`src/rtl/jse_pkg.sv`:
```
// ----------------------------------------------------------------------------
// jse_pkg
// Shared types and codes of the JSON string escaper: the word that the
// front passes to the back through the queue.
// ----------------------------------------------------------------------------
package jse_pkg;

	// what follows the held bytes in one word
	localparam logic [2:0] TK_NONE  = 3'd0; // nothing
	localparam logic [2:0] TK_RAW   = 3'd1; // tail_byte as it is
	localparam logic [2:0] TK_ESC2  = 3'd2; // backslash, then tail_byte
	localparam logic [2:0] TK_HEX   = 3'd3; // \u00xx of tail_byte
	localparam logic [2:0] TK_CLOSE = 3'd4; // closing quote

	localparam logic [7:0] CH_QUOTE  = 8'h22;
	localparam logic [7:0] CH_BSLASH = 8'h5c;

	// one word of work for the back end, emitted in this order:
	// opening quote, flush_n hex escapes of data[], pass_n raw bytes of data[], tail
	typedef struct packed {
		logic            open_quote;
		logic [1:0]      flush_n;
		logic [2:0]      pass_n;
		logic [3:0][7:0] data;
		logic [2:0]      tail_kind;
		logic [7:0]      tail_byte;
	} jse_desc_t;

endpackage

```
`src/rtl/jse_front.sv`:
```
// ----------------------------------------------------------------------------
// jse_front
// Accepts string bytes and end marks, tracks the UTF-8 prefix being held and
// classifies each item into at most one work word for the back end.
// ----------------------------------------------------------------------------
module jse_front (
	input  logic                clk,
	input  logic                arst_n,
	input  logic                push,
	input  logic                q_full,
	input  logic                cmd,
	input  logic [7:0]          data_byte,
	output logic                desc_push,
	output jse_pkg::jse_desc_t  desc
);
	import jse_pkg::*;

	logic            inside_q;
	logic [7:0]      held_q [3];
	logic [1:0]      hcnt_q;
	logic [2:0]      slen_q;

	logic            accept;
	logic            cont;
	logic            fresh;
	logic            hold_we;
	logic [1:0]      hold_idx;
	logic [1:0]      nxt_hcnt;
	logic [2:0]      nxt_slen;
	logic [2:0]      hcnt_inc;

	assign accept   = push & ~q_full;
	assign hcnt_inc = {1'b0, hcnt_q} + 3'd1;

	// continuation byte check, with the narrowed ranges after E0, ED, F0, F4
	always_comb begin
		cont = data_byte inside {[8'h80:8'hbf]};
		if (hcnt_q == 2'd1) begin
			if (held_q[0] == 8'he0 && data_byte < 8'ha0) cont = 1'b0;
			if (held_q[0] == 8'hed && data_byte > 8'h9f) cont = 1'b0;
			if (held_q[0] == 8'hf0 && data_byte < 8'h90) cont = 1'b0;
			if (held_q[0] == 8'hf4 && data_byte > 8'h8f) cont = 1'b0;
		end
	end

	always_comb begin
		desc            = '0;
		desc.open_quote = ~inside_q;
		desc.data[0]    = held_q[0];
		desc.data[1]    = held_q[1];
		desc.data[2]    = held_q[2];
		desc.tail_kind  = TK_NONE;
		desc.tail_byte  = data_byte;
		nxt_hcnt        = hcnt_q;
		nxt_slen        = slen_q;
		hold_we         = 1'b0;
		hold_idx        = hcnt_q;
		fresh           = 1'b0;

		if (cmd) begin
			desc.flush_n   = hcnt_q;
			desc.tail_kind = TK_CLOSE;
			nxt_hcnt       = 2'd0;
			nxt_slen       = 3'd0;
		end else if (hcnt_q != 2'd0) begin
			if (cont && hcnt_inc == slen_q) begin
				// sequence complete: pass it whole
				desc.pass_n         = hcnt_inc;
				desc.data[hcnt_q]   = data_byte;
				nxt_hcnt            = 2'd0;
				nxt_slen            = 3'd0;
			end else if (cont) begin
				hold_we  = 1'b1;
				nxt_hcnt = hcnt_q + 2'd1;
			end else begin
				// broken prefix: escape what is held, then take the byte fresh
				desc.flush_n = hcnt_q;
				nxt_hcnt     = 2'd0;
				nxt_slen     = 3'd0;
				fresh        = 1'b1;
			end
		end else begin
			fresh = 1'b1;
		end

		if (fresh) begin
			case (data_byte)
				CH_QUOTE: begin
					desc.tail_kind = TK_ESC2;
				end
				CH_BSLASH: begin
					desc.tail_kind = TK_ESC2;
				end
				8'h08: begin
					desc.tail_kind = TK_ESC2;
					desc.tail_byte = 8'h62;
				end
				8'h0c: begin
					desc.tail_kind = TK_ESC2;
					desc.tail_byte = 8'h66;
				end
				8'h0a: begin
					desc.tail_kind = TK_ESC2;
					desc.tail_byte = 8'h6e;
				end
				8'h0d: begin
					desc.tail_kind = TK_ESC2;
					desc.tail_byte = 8'h72;
				end
				8'h09: begin
					desc.tail_kind = TK_ESC2;
					desc.tail_byte = 8'h74;
				end
				default: begin
					if (data_byte < 8'h20) begin
						desc.tail_kind = TK_HEX;
					end else if (data_byte < 8'h80) begin
						desc.tail_kind = TK_RAW;
					end else if (data_byte inside {[8'hc2:8'hdf]}) begin
						hold_we  = 1'b1;
						hold_idx = 2'd0;
						nxt_hcnt = 2'd1;
						nxt_slen = 3'd2;
					end else if (data_byte inside {[8'he0:8'hef]}) begin
						hold_we  = 1'b1;
						hold_idx = 2'd0;
						nxt_hcnt = 2'd1;
						nxt_slen = 3'd3;
					end else if (data_byte inside {[8'hf0:8'hf4]}) begin
						hold_we  = 1'b1;
						hold_idx = 2'd0;
						nxt_hcnt = 2'd1;
						nxt_slen = 3'd4;
					end else begin
						desc.tail_kind = TK_HEX;
					end
				end
			endcase
		end
	end

	// a byte that only extends a prefix produces no word
	assign desc_push = accept & (desc.open_quote | (desc.flush_n != 2'd0) |
		(desc.pass_n != 3'd0) | (desc.tail_kind != TK_NONE));

	always_ff @(posedge clk or negedge arst_n) begin
		if (!arst_n) begin
			inside_q <= 1'b0;
			hcnt_q   <= 2'd0;
			slen_q   <= 3'd0;
		end else if (accept) begin
			inside_q <= ~cmd;
			hcnt_q   <= nxt_hcnt;
			slen_q   <= nxt_slen;
		end
	end

	always_ff @(posedge clk) begin
		if (accept && hold_we) begin
			held_q[hold_idx] <= data_byte;
		end
	end

	a_held_below_len: assert property (@(posedge clk) disable iff (!arst_n)
		hcnt_q != 2'd0 |-> ({1'b0, hcnt_q} < slen_q) && inside_q)
		else $error("held count not below sequence length");

	a_len_clear: assert property (@(posedge clk) disable iff (!arst_n)
		hcnt_q == 2'd0 |-> slen_q == 3'd0)
		else $error("sequence length left set with nothing held");

endmodule

```
`src/rtl/jse_fifo.sv`:
```
// ----------------------------------------------------------------------------
// jse_fifo
// Short queue of work words between the front and the back end.
// ----------------------------------------------------------------------------
module jse_fifo #(
	parameter int DEPTH = 2
) (
	input  logic                clk,
	input  logic                arst_n,
	input  logic                wr,
	input  jse_pkg::jse_desc_t  wdata,
	output logic                full,
	input  logic                rd,
	output jse_pkg::jse_desc_t  rdata,
	output logic                head_valid
);
	import jse_pkg::*;

	localparam int PW = $clog2(DEPTH);
	localparam int CW = $clog2(DEPTH + 1);

	jse_desc_t      mem [DEPTH];
	logic [PW-1:0]  wp_q;
	logic [PW-1:0]  rp_q;
	logic [CW-1:0]  cnt_q;

	assign full       = (cnt_q == CW'(DEPTH));
	assign head_valid = (cnt_q != '0);
	assign rdata      = mem[rp_q];

	always_ff @(posedge clk) begin
		if (wr) begin
			mem[wp_q] <= wdata;
		end
	end

	always_ff @(posedge clk or negedge arst_n) begin
		if (!arst_n) begin
			wp_q  <= '0;
			rp_q  <= '0;
			cnt_q <= '0;
		end else begin
			if (wr) begin
				wp_q <= (wp_q == PW'(DEPTH - 1)) ? '0 : wp_q + PW'(1);
			end
			if (rd) begin
				rp_q <= (rp_q == PW'(DEPTH - 1)) ? '0 : rp_q + PW'(1);
			end
			if (wr && !rd) begin
				cnt_q <= cnt_q + CW'(1);
			end else if (rd && !wr) begin
				cnt_q <= cnt_q - CW'(1);
			end
		end
	end

endmodule

```
`src/rtl/jse_back.sv`:
```
// ----------------------------------------------------------------------------
// jse_back
// Expands the word at the head of the queue into output bytes, one byte per
// pop: opening quote, hex escapes of a broken prefix, passed UTF-8 bytes, tail.
// ----------------------------------------------------------------------------
module jse_back (
	input  logic                clk,
	input  logic                arst_n,
	input  logic                head_valid,
	input  jse_pkg::jse_desc_t  desc,
	input  logic                pop,
	output logic [7:0]          out_byte,
	output logic                last_of_run,
	output logic                deq
);
	import jse_pkg::*;

	localparam logic [2:0] PH_OPEN  = 3'd0;
	localparam logic [2:0] PH_FLUSH = 3'd1;
	localparam logic [2:0] PH_PASS  = 3'd2;
	localparam logic [2:0] PH_TAIL  = 3'd3;
	localparam logic [2:0] PH_DONE  = 3'd4;

	localparam logic [2:0] DIG_LAST = 3'd5;

	logic [2:0] phase_q;
	logic [1:0] idx_q;
	logic [2:0] dig_q;

	logic [2:0] eff;
	logic [2:0] after;
	logic [2:0] tail_len;
	logic       sec_end;
	logic       step;

	function automatic logic [7:0] hex_char(input logic [3:0] n);
		return (n < 4'd10) ? (8'h30 + {4'b0, n}) : (8'h57 + {4'b0, n});
	endfunction

	// \ u 0 0 hi lo
	function automatic logic [7:0] hex_esc(input logic [7:0] b, input logic [2:0] dig);
		logic [7:0] c;
		case (dig)
			3'd0:    c = CH_BSLASH;
			3'd1:    c = 8'h75;
			3'd2:    c = 8'h30;
			3'd3:    c = 8'h30;
			3'd4:    c = hex_char(b[7:4]);
			default: c = hex_char(b[3:0]);
		endcase
		return c;
	endfunction

	// first section at or after p that has anything to send
	function automatic logic [2:0] first_from(input jse_desc_t d, input logic [2:0] p);
		logic [2:0] r;
		r = PH_DONE;
		if (p <= PH_TAIL && d.tail_kind != TK_NONE) r = PH_TAIL;
		if (p <= PH_PASS && d.pass_n != 3'd0) r = PH_PASS;
		if (p <= PH_FLUSH && d.flush_n != 2'd0) r = PH_FLUSH;
		if (p == PH_OPEN && d.open_quote) r = PH_OPEN;
		return r;
	endfunction

	assign eff   = first_from(desc, phase_q);
	assign after = (eff == PH_DONE) ? PH_DONE : first_from(desc, eff + 3'd1);

	always_comb begin
		case (desc.tail_kind)
			TK_ESC2: tail_len = 3'd2;
			TK_HEX:  tail_len = 3'd6;
			default: tail_len = 3'd1;
		endcase
	end

	always_comb begin
		case (eff)
			PH_OPEN:  sec_end = 1'b1;
			PH_FLUSH: sec_end = (dig_q == DIG_LAST) && (idx_q == desc.flush_n - 2'd1);
			PH_PASS:  sec_end = ({1'b0, idx_q} == desc.pass_n - 3'd1);
			PH_TAIL:  sec_end = (dig_q == tail_len - 3'd1);
			default:  sec_end = 1'b1;
		endcase
	end

	assign last_of_run = sec_end && (after == PH_DONE);
	assign step        = head_valid & pop;
	assign deq         = step & last_of_run;

	always_comb begin
		case (eff)
			PH_OPEN:  out_byte = CH_QUOTE;
			PH_FLUSH: out_byte = hex_esc(desc.data[idx_q], dig_q);
			PH_PASS:  out_byte = desc.data[idx_q];
			PH_TAIL: begin
				case (desc.tail_kind)
					TK_RAW:  out_byte = desc.tail_byte;
					TK_ESC2: out_byte = (dig_q == 3'd0) ? CH_BSLASH : desc.tail_byte;
					TK_HEX:  out_byte = hex_esc(desc.tail_byte, dig_q);
					default: out_byte = CH_QUOTE;
				endcase
			end
			default:  out_byte = 8'h00;
		endcase
	end

	always_ff @(posedge clk or negedge arst_n) begin
		if (!arst_n) begin
			phase_q <= PH_OPEN;
			idx_q   <= 2'd0;
			dig_q   <= 3'd0;
		end else if (step) begin
			if (last_of_run) begin
				phase_q <= PH_OPEN;
				idx_q   <= 2'd0;
				dig_q   <= 3'd0;
			end else if (sec_end) begin
				phase_q <= eff + 3'd1;
				idx_q   <= 2'd0;
				dig_q   <= 3'd0;
			end else if (eff == PH_FLUSH) begin
				if (dig_q == DIG_LAST) begin
					dig_q <= 3'd0;
					idx_q <= idx_q + 2'd1;
				end else begin
					dig_q <= dig_q + 3'd1;
				end
			end else if (eff == PH_PASS) begin
				idx_q <= idx_q + 2'd1;
			end else begin
				dig_q <= dig_q + 3'd1;
			end
		end
	end

	a_word_not_empty: assert property (@(posedge clk) disable iff (!arst_n)
		head_valid |-> eff != PH_DONE)
		else $error("queued word has nothing to send");

	a_idle_counters: assert property (@(posedge clk) disable iff (!arst_n)
		!head_valid |-> phase_q == PH_OPEN && idx_q == 2'd0 && dig_q == 3'd0)
		else $error("back end counters not rewound between words");

endmodule

```
`src/rtl/json_string_escaper_utf8.sv`:
```
// ----------------------------------------------------------------------------
// json_string_escaper_utf8
// Escapes a byte stream into a quoted JSON string, passing well-formed UTF-8
// through and escaping malformed bytes as \u00xx.
// ----------------------------------------------------------------------------
//  channel  | handshake           | payload
//  ---------+---------------------+------------------------
//  input    | push / full         | cmd, data_byte
//  result   | empty / pop         | out_byte, last_of_run
//
// An input word is taken in the cycle it is pushed while the internal queue
// has room; the front classifies it at once and stalls only when the queue
// is full. The back end sends one result byte per pop, so an input byte
// yields 0 to 24 result bytes (none for a byte that only extends a held
// prefix, 1 for plain text, 6 per \u00xx escape); with pop held, the back end's
// one-byte-per-cycle output sets the sustained rate.
// arst_n clears the string state, the queue and the expansion counters.
// ----------------------------------------------------------------------------
module json_string_escaper_utf8 #(
	parameter int QDEPTH = 2
) (
	input  logic       clk,
	input  logic       arst_n,
	input  logic       push,
	output logic       full,
	input  logic       cmd,
	input  logic [7:0] data_byte,
	output logic       empty,
	input  logic       pop,
	output logic [7:0] out_byte,
	output logic       last_of_run
);
	import jse_pkg::*;

	jse_desc_t desc_in;
	jse_desc_t desc_head;
	logic      desc_push;
	logic      head_valid;
	logic      deq;

	jse_front u_front (
		.clk       (clk),
		.arst_n    (arst_n),
		.push      (push),
		.q_full    (full),
		.cmd       (cmd),
		.data_byte (data_byte),
		.desc_push (desc_push),
		.desc      (desc_in)
	);

	jse_fifo #(
		.DEPTH (QDEPTH)
	) u_fifo (
		.clk        (clk),
		.arst_n     (arst_n),
		.wr         (desc_push),
		.wdata      (desc_in),
		.full       (full),
		.rd         (deq),
		.rdata      (desc_head),
		.head_valid (head_valid)
	);

	jse_back u_back (
		.clk         (clk),
		.arst_n      (arst_n),
		.head_valid  (head_valid),
		.desc        (desc_head),
		.pop         (pop),
		.out_byte    (out_byte),
		.last_of_run (last_of_run),
		.deq         (deq)
	);

	assign empty = ~head_valid;

endmodule
```
`config.mk`:
```
export PLATFORM = sky130hd
export DESIGN_NAME = json_string_escaper_utf8
export DESIGN_NICKNAME = d
export VERILOG_FILES = /design/src/rtl/jse_pkg.sv /design/src/rtl/jse_front.sv /design/src/rtl/jse_fifo.sv /design/src/rtl/jse_back.sv /design/src/rtl/json_string_escaper_utf8.sv
export SDC_FILE = /design/constraint.sdc
export NUM_CORES = 1
export LEC_CHECK = 0
export ABC_AREA = 1
export BUFFER_PORTS_ARGS = -buffer_cell sky130_fd_sc_hd__buf_2
export CORE_MARGIN = 2
export CORE_UTILIZATION = 39
export CTS_CLUSTER_SIZE = 14
export DETAILED_ROUTE_END_ITERATION = 16
export SETUP_SLACK_MARGIN = 0.1
export SYNTH_ARGS = -nofsm -noshare
export SYNTH_HDL_FRONTEND = slang
export SYNTH_SLANG_ARGS = --single-unit
```
`constraint.sdc`:
```
create_clock -name clk -period 4.1 [get_ports clk]
set_input_delay 0 -clock clk [delete_from_list [all_inputs] [get_ports clk]]
set_output_delay 0 -clock clk [all_outputs]
set_load 0.02 [all_outputs]
```
==> results of run 1 <==
[tightest hold or removal path: cells and delay by family]
kind	cells	cell delay, ps
AO/OA/AOI/OAI	1	180
buffers and inverters	1	70
AND/OR/NAND/NOR	2	160
[routing by layer]
layer | GRT usage [%] | up-vias
li1 | - | 3078
met1 | 25.64 | 2815
met2 | 28.43 | 170
met3 | 3.281 | 27
met4 | 6.311 | 0
met5 | 0 | -
[layout make-up]
type,count,area [sq um]
Clock inverter,14,112.6
Sequential cell,140,4115
Timing Repair Buffer,45,321.6
Fill cell,1961,11140
Tap cell,270,337.8
Inverter,133,506.7
Clock buffer,18,429.2
Multi-Input combinational cell,616,3139
[cell usage after synthesis (5+ instances only)]
master,number,area [sq um]
nand3_1,75,375.4
nand2_2,13,81.33
a21oi_1,26,130.1
nor2_4,6,67.56
o22ai_1,5,31.28
dfrtp_1,18,450.4
nand4_1,12,75.07
o21ai_1,8,40.04
xor2_1,8,70.07
inv_2,10,37.54
nor3_1,8,40.04
clkbuf_1,12,45.04
nor2_2,5,31.28
o21ai_0,53,265.3
nand2_4,6,67.56
edfxtp_1,122,3664
nor2_1,90,337.8
o21ai_2,5,43.79
ha_1,22,275.3
inv_1,118,442.9
nand2_1,239,897.1
buf_2,10,50.05
[repair_timing]
| item | CTS | global route |
|---|---|---|
| endpoints found under the hold margin | 46 | 0 |
| resized for setup | 0 | 1 |
| hold buffers | 10 | 0 |
| setup endpoints to repair | 0 | 1 |
[cell families after synthesis]
family	count (synthesis)	share of synthesized area, %
DFF	140	51.87
muxes	4	0.6626
and+or+nand+nor	467	26.39
xor gates and xnor gates	9	0.9939
buffers and inverters	164	8.692
AOI/OAI and AO/OA	112	7.872
other	1	0.04728
adders and majority gates	22	3.471
[how the worst max path moves through the flow]
stage                 startpoint                to  slack (ps)  cells after the start
2_1_floorplan  u_front.hcnt_q[0]  u_fifo.mem[1][0]         520                     14
3_3_place_gp         u_fifo.rp_q   u_fifo.cnt_q[1]         490                     20
3_5_place_dp         u_fifo.rp_q   u_fifo.cnt_q[1]         390                     20
4_1_cts              u_fifo.rp_q   u_fifo.cnt_q[1]         390                     20
5_1_grt              u_fifo.rp_q   u_fifo.cnt_q[1]         160                     20
6_report             u_fifo.rp_q       out_byte[0]         450                     17
[registers in the layout (all words and copies together), names as in the netlist, 2 cells and up]
name / cells
u_back.phase_q: 3
u_back.idx_q: 2
u_back.dig_q: 3
u_fifo.mem: 98
u_front.slen_q: 3
u_front.hcnt_q: 2
u_front.held_q: 24
u_fifo.cnt_q: 2
[per-stage QoR]
stage,total power (W),hold slack (ps),cells,instance area [sq um],setup slack [ps]
4_1_cts,0.006915,12.05,1236,8959,390.4
6_report,0.006903,20.20,1236,8962,453.0
3_5_place_dp,0.005489,-37.32,1194,8317,387.2
5_1_grt,0.007435,79.64,1236,8962,157.5
2_1_floorplan,0.004655,-295.6,920,7938,517.2
3_3_place_gp,0.005481,-41.04,1194,8317,494.4
[power breakdown]
group / switching, W / internal (W)
clock network: 0.000615 / 0.000783
registers: 0.000170 / 0.00192
logic: 0.00235 / 0.00107
total: 0.00313 / 0.00377
==> flow_summary_export.csv, run 1 <==
group,metric,value,unit
logic_synthesis,synth_edf_count,122,
die,core.rowCount,52,
cts,cts_tree,"yes",
logic_synthesis,synth-main-ff-cell,"edfxtp_1",
route,drt_iter0_markers,435,
critical_path,reg2reg_from,"u_fifo.rp_q",
sta,timing_hold_violations_final,0,
route,routed_wire_length_per_instance,15.15,um
cells_and_area,antenna_diode_count,0,
global_route,grt_antenna_before_repair,0,
route,route.top_layer_used,"met4",
run,drv.max_cap_violation_count,0,
route,final_antenna_net_count,0,
placement,dp.final_hpwl,13580,um
cells_and_area,post_route_cells_drive_above_1_share,13.04,%
route,vias_per_std_cell,4.927,
hold_path,timing.hold.worst.start,"push",
critical_path,worst_ep_arrival_time,3650,ps
logic_synthesis,syn-cell-area,0.007931,sq mm
cts,clkTransAtPathRegs,60,ps
route,drt_wl_total,18730,um
cts,postCtsSetupRepairBufs,0,
route,met2WireLength,8431,um
cts,cts.htree.levels,4,
critical_path,end_kind,"output port",
sta,fin_crit,3647,ps
power,cellLeakagePower,4.010,nW
cells_and_area,final_common_cell,"nand2_1",
run_status,status,"completed",
critical_path,crit_path_max_fanout,9,
critical_path,max_stage_delay,490,ps
cts,cts_buffer_depth,2,
power,vdd_drop_max,0.0003092,V
logic_synthesis,synthCells,919,
cells_and_area,layout.nets,988,
global_route,pin_count_of_the_biggest_net_entering_global_routing,50,
global_route,global_route.overflow_total,0,
global_route,grt_util_all_layers,18.22,%
hold_path,worst_hold_path.num_cells,4,
logic_synthesis,ys_ff_latch,140,
die,io-pin-count,24,
sta,setup_repair_after_global_routing_missed_its_margin,"no",
logic_synthesis,synthDistinctLibCells,50,
global_route,first_global_vias,5966,
sta,timing_worst_slew_pin_value,690.6,ps
critical_path,type_of_the_worst_setup_path,"reg2out",
cts,tritoncts.num_buffers,17,
sta,report.final.slew_viol_count,0,
critical_path,cp_cell_sequence,"mux2i_4 > ha_1 > ha_1 > inv_1 > nand3_1 > inv_1 > nor2_4 > nor2_1 > ha_1 > ha_1 > inv_1 > a21oi_1 > nand2_1 > o22ai_1 > nor2_1 > a21oi_1 > buf_2",
cts,root_cell_of_the_clock_tree,"clkbuf_16",
cells_and_area,finalCoreUtilization,44.58,%
die,initial_core_util,39.45,%
power,p_per_area,770.2,mW/mm^2
route,drt_pass1_iterations,5,
critical_path,reg2reg_slack,460,ps
critical_path,reg2regPathDepth,20,
cells_and_area,syn_to_final_growth,13.00,%
die,die_x,146.6,um
global_route,first_pass_grt_wire_length,30860,um
cts,worst_skew_pair.late_latency,420,ps
placement,gp_congestion,0.9247,
route,vias,6090,
route,met3_length,779,um
logic_synthesis,syn_avg_cell_area,8.630,sq um
hold_path,hold_path_class,"in2reg",
sta,relSlewSlack,53.96,%
placement,placement.io_buffers,23,
die,die-height,146.6,um
critical_path,endpoint_required_time_on_the_critical_path,4100,ps
sta,layout_worst_path_cycle_share,88.95,%
logic_synthesis,yosys_warnings,0,
die,fp.dieArea,0.02149,sq mm
route,wirelength_met1,9160,um
cells_and_area,most_frequent_cells_in_the_layout,"nand2_1, edfxtp_1, inv_1, nor2_1, nand3_1",
critical_path,critical_path_buf_inv_count,4,
sta,max_frequency,0.2742,GHz
logic_synthesis,synth-seq-area-share,51.87,%
route,route.detailed.drc,0,
sta,clock-skew-final,7.578,ps
sta,timing.setup.tns,0,ps
critical_path,worst_flop_to_flop_path_endpoint,"u_fifo.cnt_q[1]",
cts,tritoncts_num_sinks,140,
critical_path,crit_path_start_kind,"flip-flop",
sta,setup_violations,0,
die,fp.coreArea,0.02010,sq mm
logic_synthesis,ys_async_sr_fraction,12.86,%
critical_path,worst_path_most_repeated_cell,"ha_1",
critical_path,cpLargestDelayFamily,"adder cells",
critical_path,critical_path.slowest_cell,"dfrtp_2",
hold_path,holdPathEnd,"u_front.slen_q[0]",
(Power assumes the default switching activity.)
==> run 2, diff against run 1 <==
CAP_MARGIN = 30   (was unset)
RECOVER_POWER = 100   (was unset)
==> flow_summary_export.csv, run 2 (synthesized netlist as in run 1, its figures left out) <==
group,metric,value,unit
run_status,status,"completed",
power,p_per_area,768.7,mW/mm^2
cells_and_area,final_cell_area,0.008902,sq mm
power,cellLeakagePower,3.939,nW
cells_and_area,register_name_with_the_most_flops,"u_fifo.mem",
power,vdd_drop_max,0.0003079,V
sta,clock-skew-final,7.590,ps
sta,relSlewSlack,34.10,%
die,io-pin-count,24,
critical_path,endpoint_required_time_on_the_critical_path,4100,ps
sta,layout_worst_path_cycle_share,90.25,%
cts,cts.htree.levels,4,
run,drv.max_cap_violation_count,0,
cells_and_area,most_frequent_cells_in_the_layout,"nand2_1, edfxtp_1, inv_1, nor2_1, nand3_1",
sta,timing_worst_slew_pin_value,988.5,ps
cells_and_area,largest_registers,"u_fifo.mem: 98 flops, u_front.held_q: 24 flops",
critical_path,critical_path_buf_inv_count,4,
critical_path,worst_ep_arrival_time,3700,ps
sta,report.final.slew_viol_count,0,
die,fp.dieArea,0.02149,sq mm
cts,root_cell_of_the_clock_tree,"clkbuf_16",
hold_path,hold_path_class,"in2reg",
cts,worst_skew_pair.late_latency,420,ps
cells_and_area,syn_to_final_growth,12.24,%
sta,timing.setup.tns,0,ps
die,die-height,146.6,um
placement,dp_slack,387.2,ps
sta,setup_repair_after_global_routing_missed_its_margin,"no",
die,die_x,146.6,um
critical_path,crit_path_max_fanout,9,
global_route,global_route.overflow_total,0,
critical_path,cpLargestDelayFamily,"adder cells",
critical_path,type_of_the_worst_setup_path,"reg2out",
global_route,grt_antenna_before_repair,0,
route,drt_pass1_iterations,5,
global_route,first_global_vias,5966,
cts,cts_buffer_depth,2,
global_route,grt_util_all_layers,18.22,%
cells_and_area,largest_register_ffs,98,
route,vias,6049,
cells_and_area,layout.nets,988,
critical_path,critical_path.slowest_cell,"dfrtp_2",
placement,dp.final_hpwl,13580,um
cts,cts_tree,"yes",
die,core.rowCount,52,
cells_and_area,post_route_cells_drive_above_1_share,10.14,%
critical_path,crit_path_start_kind,"flip-flop",
route,final_antenna_net_count,0,
critical_path,max_stage_delay,490,ps
critical_path,worst_path_most_repeated_cell,"ha_1",
global_route,first_pass_grt_wire_length,30860,um
route,route.detailed.drc,0,
global_route,pin_count_of_the_biggest_net_entering_global_routing,50,
placement,placement.io_buffers,23,
cts,clkTransAtPathRegs,60,ps
cts,tritoncts.num_buffers,17,
placement,gp_congestion,0.9247,
cells_and_area,antenna_diode_count,0,
sta,setup_violations,0,
placement,placed_area,0.008317,sq mm
cells_and_area,final_common_cell,"nand2_1",
route,routed_wire_length_per_instance,15.13,um
sta,layout_setup_ws,400.0,ps
route,drt_wl_total,18710,um
sta,max_frequency,0.2703,GHz
die,fp.coreArea,0.02010,sq mm
route,drt_iter0_markers,458,
cts,tritoncts_num_sinks,140,
sta,timing_hold_violations_final,0,
sta,fin_crit,3700,ps
route,vias_per_std_cell,4.894,
critical_path,end_kind,"output port",
die,initial_core_util,39.45,%
critical_path,cp_cell_sequence,"mux2i_4 > ha_1 > ha_1 > inv_1 > nand3_1 > inv_1 > nor2_4 > nor2_1 > ha_1 > ha_1 > inv_1 > a21oi_1 > nand2_1 > o22ai_1 > nor2_1 > a21oi_1 > clkbuf_1",
-- run 2: changes by cell type in the layout (fill, tap and decap cells not counted), sizes merged --
cell,before,now
buf,35,11
clkbuf,18,42
-- run 2: final timing paths --
kind / startpoint / end / slack [ps] / cells past startpoint
setup / recovery: u_fifo.rp_q / out_byte[0] / 400 / 17
hold / removal: push / u_front.slen_q[0] / 20 / 4
setup reg to reg: u_fifo.rp_q / u_fifo.cnt_q[1] / 460 / 20
hold reg to reg: u_fifo.wp_q / u_fifo.wp_q / 480 / 2
max in group asynchronous: arst_n / u_fifo.rp_q / 3170 / 2
min in group asynchronous: arst_n / u_back.dig_q[1] / 270 / 2
-- run 2: worst reg2reg max path, delay by kind of cell, from the launching register on --
family | cells | cell delay (ps)
AND/OR/NAND/NOR | 7 | 710
flip-flops | 1 | 490
adder cells (fa/ha/maj) | 4 | 970
XOR/XNOR | 1 | 150
buffers and inverters | 4 | 500
AO/OA/AOI/OAI | 4 | 690
-- run 2: final cells by class --
cell class,count,area [sq um]
tap,270,337.8
inverter,133,506.7
timing repair buffer,45,274.0
clock buffer,18,429.2
sequential,140,4115
fill,1974,11200
multi-input combinational,616,3127
clock inverter,14,112.6
-- run 2: report_power, final --
part	leakage [nW]	switching, W	internal (W)
registers	1.36	0.000170	0.00193
logic	2.32	0.00233	0.00102
clock network	0.257	0.000614	0.000783
-- run 2: stage by stage --
| step | power [W] | utilization (%) | hold slack, ps | std cells |
|---|---|---|---|---|
| final | 0.006843 | 44.28 | 21.82 | 1236 |
| after CTS | 0.006915 | 44.56 | 12.05 | 1236 |
| after detailed placement | 0.005489 | 41.37 | -37.32 | 1194 |
| after global placement | 0.005481 | 41.37 | -41.04 | 1194 |
| after global routing | 0.007382 | 44.28 | 99.17 | 1236 |
| after floorplan | 0.004655 | - | -295.6 | 920 |
-- run 2: timing repair --
item / in CTS / in global routing
endpoints found under the hold margin: 46 / 0
hold buffers: 10 / 0
buffers inserted: 0 / 0
endpoints found under the setup margin: 0 / 1
resized for setup: 0 / 1
-- run 2: per-layer routing --
metal  wire length [um]  up-vias  global-route usage, %
met5                  0        -                      0
met4                330        0                  6.311
li1                   -     3083                      -
met1               9049     2786                  25.64
met3                848       25                  3.281
met2               8477      155                  28.43
==> run 3, diff against run 2 <==
CELL_PAD_IN_SITES_DETAIL_PLACEMENT = 0   (was unset)
CELL_PAD_IN_SITES_GLOBAL_PLACEMENT = 2   (was unset)
PLACE_DENSITY_LB_ADDON = 0.1   (was unset)
clock period = 4.59 ns   (was 4.1 ns; I/O delays follow)
==> flow_summary_export.csv, run 3 (synthesized netlist as in run 1, its figures left out) <==
group,metric,value,unit
route,drt_wl_total,20060,um
cells_and_area,register_name_with_the_most_flops,"u_fifo.mem",
die,fp.dieArea,0.02149,sq mm
sta,setup_repair_after_global_routing_missed_its_margin,"no",
cts,cts_tree,"yes",
cells_and_area,final_cell_area,0.008954,sq mm
cells_and_area,syn_to_final_growth,12.89,%
power,p_per_area,697.6,mW/mm^2
cts,root_cell_of_the_clock_tree,"clkbuf_16",
placement,placement.io_buffers,23,
cells_and_area,largest_register_ffs,98,
route,vias,6072,
cells_and_area,multiInputGateArea,0.003104,sq mm
die,fp.coreArea,0.02010,sq mm
cts,cts.htree.levels,4,
cells_and_area,fill_cells,1957,
critical_path,worst_ep_arrival_time,4000,ps
power,power.net_switching,0.002884,W
hold_path,hold_path_class,"in2reg",
power,vdd_drop_max,0.0002555,V
sta,max_frequency,0.2499,GHz
power,cellLeakagePower,3.959,nW
cts,clkTransAtPathRegs,70,ps
critical_path,endpoint_required_time_on_the_critical_path,4590,ps
route,final_antenna_net_count,0,
sta,setup_violations,0,
critical_path,crit_path_start_kind,"flip-flop",
global_route,grt_util_all_layers,19.56,%
critical_path,end_kind,"output port",
sta,relSlewSlack,11.50,%
placement,dp.final_hpwl,14880,um
cts,worst_skew_pair.late_latency,420,ps
placement,gp_congestion,0.8731,
power,clock_power_share,22.0,%
cells_and_area,area.sequential,0.004115,sq mm
route,route.top_layer_used,"met4",
die,die-height,146.6,um
die,initial_core_util,39.45,%
cells_and_area,most_frequent_cells_in_the_layout,"nand2_1, edfxtp_1, inv_1, nor2_1, nand3_1",
sta,clock-skew-final,12.48,ps
global_route,pin_count_of_the_biggest_net_entering_global_routing,50,
critical_path,crit_path_max_fanout,43,
global_route,first_pass_grt_wire_length,32520,um
critical_path,reg2reg_from,"u_fifo.rp_q",
placement,dpl.cell_count,1192,
sta,report.final.slew_viol_count,0,
route,routed_wire_length_per_instance,16.26,um
run_status,status,"completed",
cells_and_area,final_cell_count_no_fill,1234,
cts,tritoncts_num_sinks,140,
cells_and_area,final_common_cell,"nand2_1",
power,switching_power_share_of_the_total,46.17,%
route,route.detailed.drc,0,
route,drt_iter0_markers,335,
cts,tritoncts.num_buffers,17,
critical_path,type_of_the_worst_setup_path,"reg2out",
route,met2WireLength,9276,um
sta,timing.setup.tns,0,ps
die,core.rowCount,52,
die,io-pin-count,24,
cts,cts_resized,0,
sta,fin_crit,4002,ps
route,vias_per_std_cell,4.921,
power,seq_power_share,29.9,%
power,p_int,0.003362,W
placement,placed_area,0.008302,sq mm
critical_path,critPathLaunch,"u_fifo.rp_q",
route,wirelength_met1,9884,um
sta,timing_worst_slew_pin_value,1328,ps
die,die_x,146.6,um
global_route,global_route.overflow_total,0,
cells_and_area,post_route_cells_drive_above_1_share,9.751,%
sta,layout_worst_path_cycle_share,87.19,%
power,relative_contribution_of_combinational_cells_to_total_power,48.1,%
run,drv.max_cap_violation_count,0,
global_route,grt_antenna_before_repair,0,
route,drt_pass1_iterations,7,
route,met3_length,614,um
cells_and_area,layout.nets,986,
sta,timing_hold_violations_final,0,
cells_and_area,largest_registers,"u_fifo.mem: 98 flops, u_front.held_q: 24 flops",
cts,cts_buffer_depth,2,
cells_and_area,antenna_diode_count,0,
global_route,first_global_vias,5913,
hold_path,timing.hold.worst.start,"push",
cells_and_area,finalCoreUtilization,44.54,%
sta,finalHoldWorstSlack,7.780,ps
## run 3: critical path, stage by stage (launching register included)
cell      delay, ps
dfrtp_2         580
buf_4           480
nand2_1         140
nand2_1         200
nor2_4           60
nand2_1         100
nand2_1          60
inv_1            70
nor2_1           70
nor2_1          180
ha_1            210
ha_1            290
inv_1           140
a21oi_1         210
nand2_1         120
o22ai_1         190
nor2_1           60
a21oi_1         170
clkbuf_1        250
## run 3: cell type report
class	count	area share, %
Sequential cell	140	45.96
Multi-Input combinational cell	616	34.67
Inverter	133	5.660
Clock buffer	17	4.751
Tap cell	270	3.773
Timing Repair Buffer	43	2.977
Clock inverter	15	2.208
## run 3: per-layer routing
| layer | global-route usage, % | up-vias |
|---|---|---|
| met5 | 0 | - |
| met3 | 3.125 | 17 |
| met2 | 30.89 | 124 |
| met1 | 28.21 | 2844 |
| li1 | - | 3087 |
| met4 | 5.000 | 0 |
## run 3: per-stage QoR
stage | power [W] | setup WS, ps
after detailed placement | 0.004963 | 732.3
after CTS | 0.006361 | 696.0
final | 0.006246 | 588.1
after floorplan | 0.004160 | 192.3
after global routing | 0.006774 | 203.7
after global placement | 0.004956 | 818.2
## run 3: power groups by stage
| stage | registers (W) | logic (W) | clock network [W] |
|---|---|---|---|
| final | 0.00187 | 0.00300 | 0.00138 |
| after global routing | 0.00190 | 0.00341 | 0.00146 |
| after CTS | 0.00186 | 0.00310 | 0.00140 |
| after detailed placement | 0.00189 | 0.00307 | 0 |
| after global placement | 0.00188 | 0.00307 | 0 |
| after floorplan | 0.00183 | 0.00233 | 0 |
## run 3: final timing paths
path / end / slack [ps] / cells past startpoint
max reg2reg: u_fifo.cnt_q[1] / 650 / 20
min: u_front.slen_q[0] / 8 / 4
min reg2reg: u_fifo.wp_q / 510 / 2
max: out_byte[0] / 590 / 18
max in group asynchronous: u_fifo.rp_q / 3550 / 2
min in group asynchronous: u_back.dig_q[0] / 310 / 2
## run 3: what timing repair did
action	CTS	global route
setup endpoints to repair	0	0
hold buffers	10	0
hold endpoints to repair	46	0
setup buffers	0	0
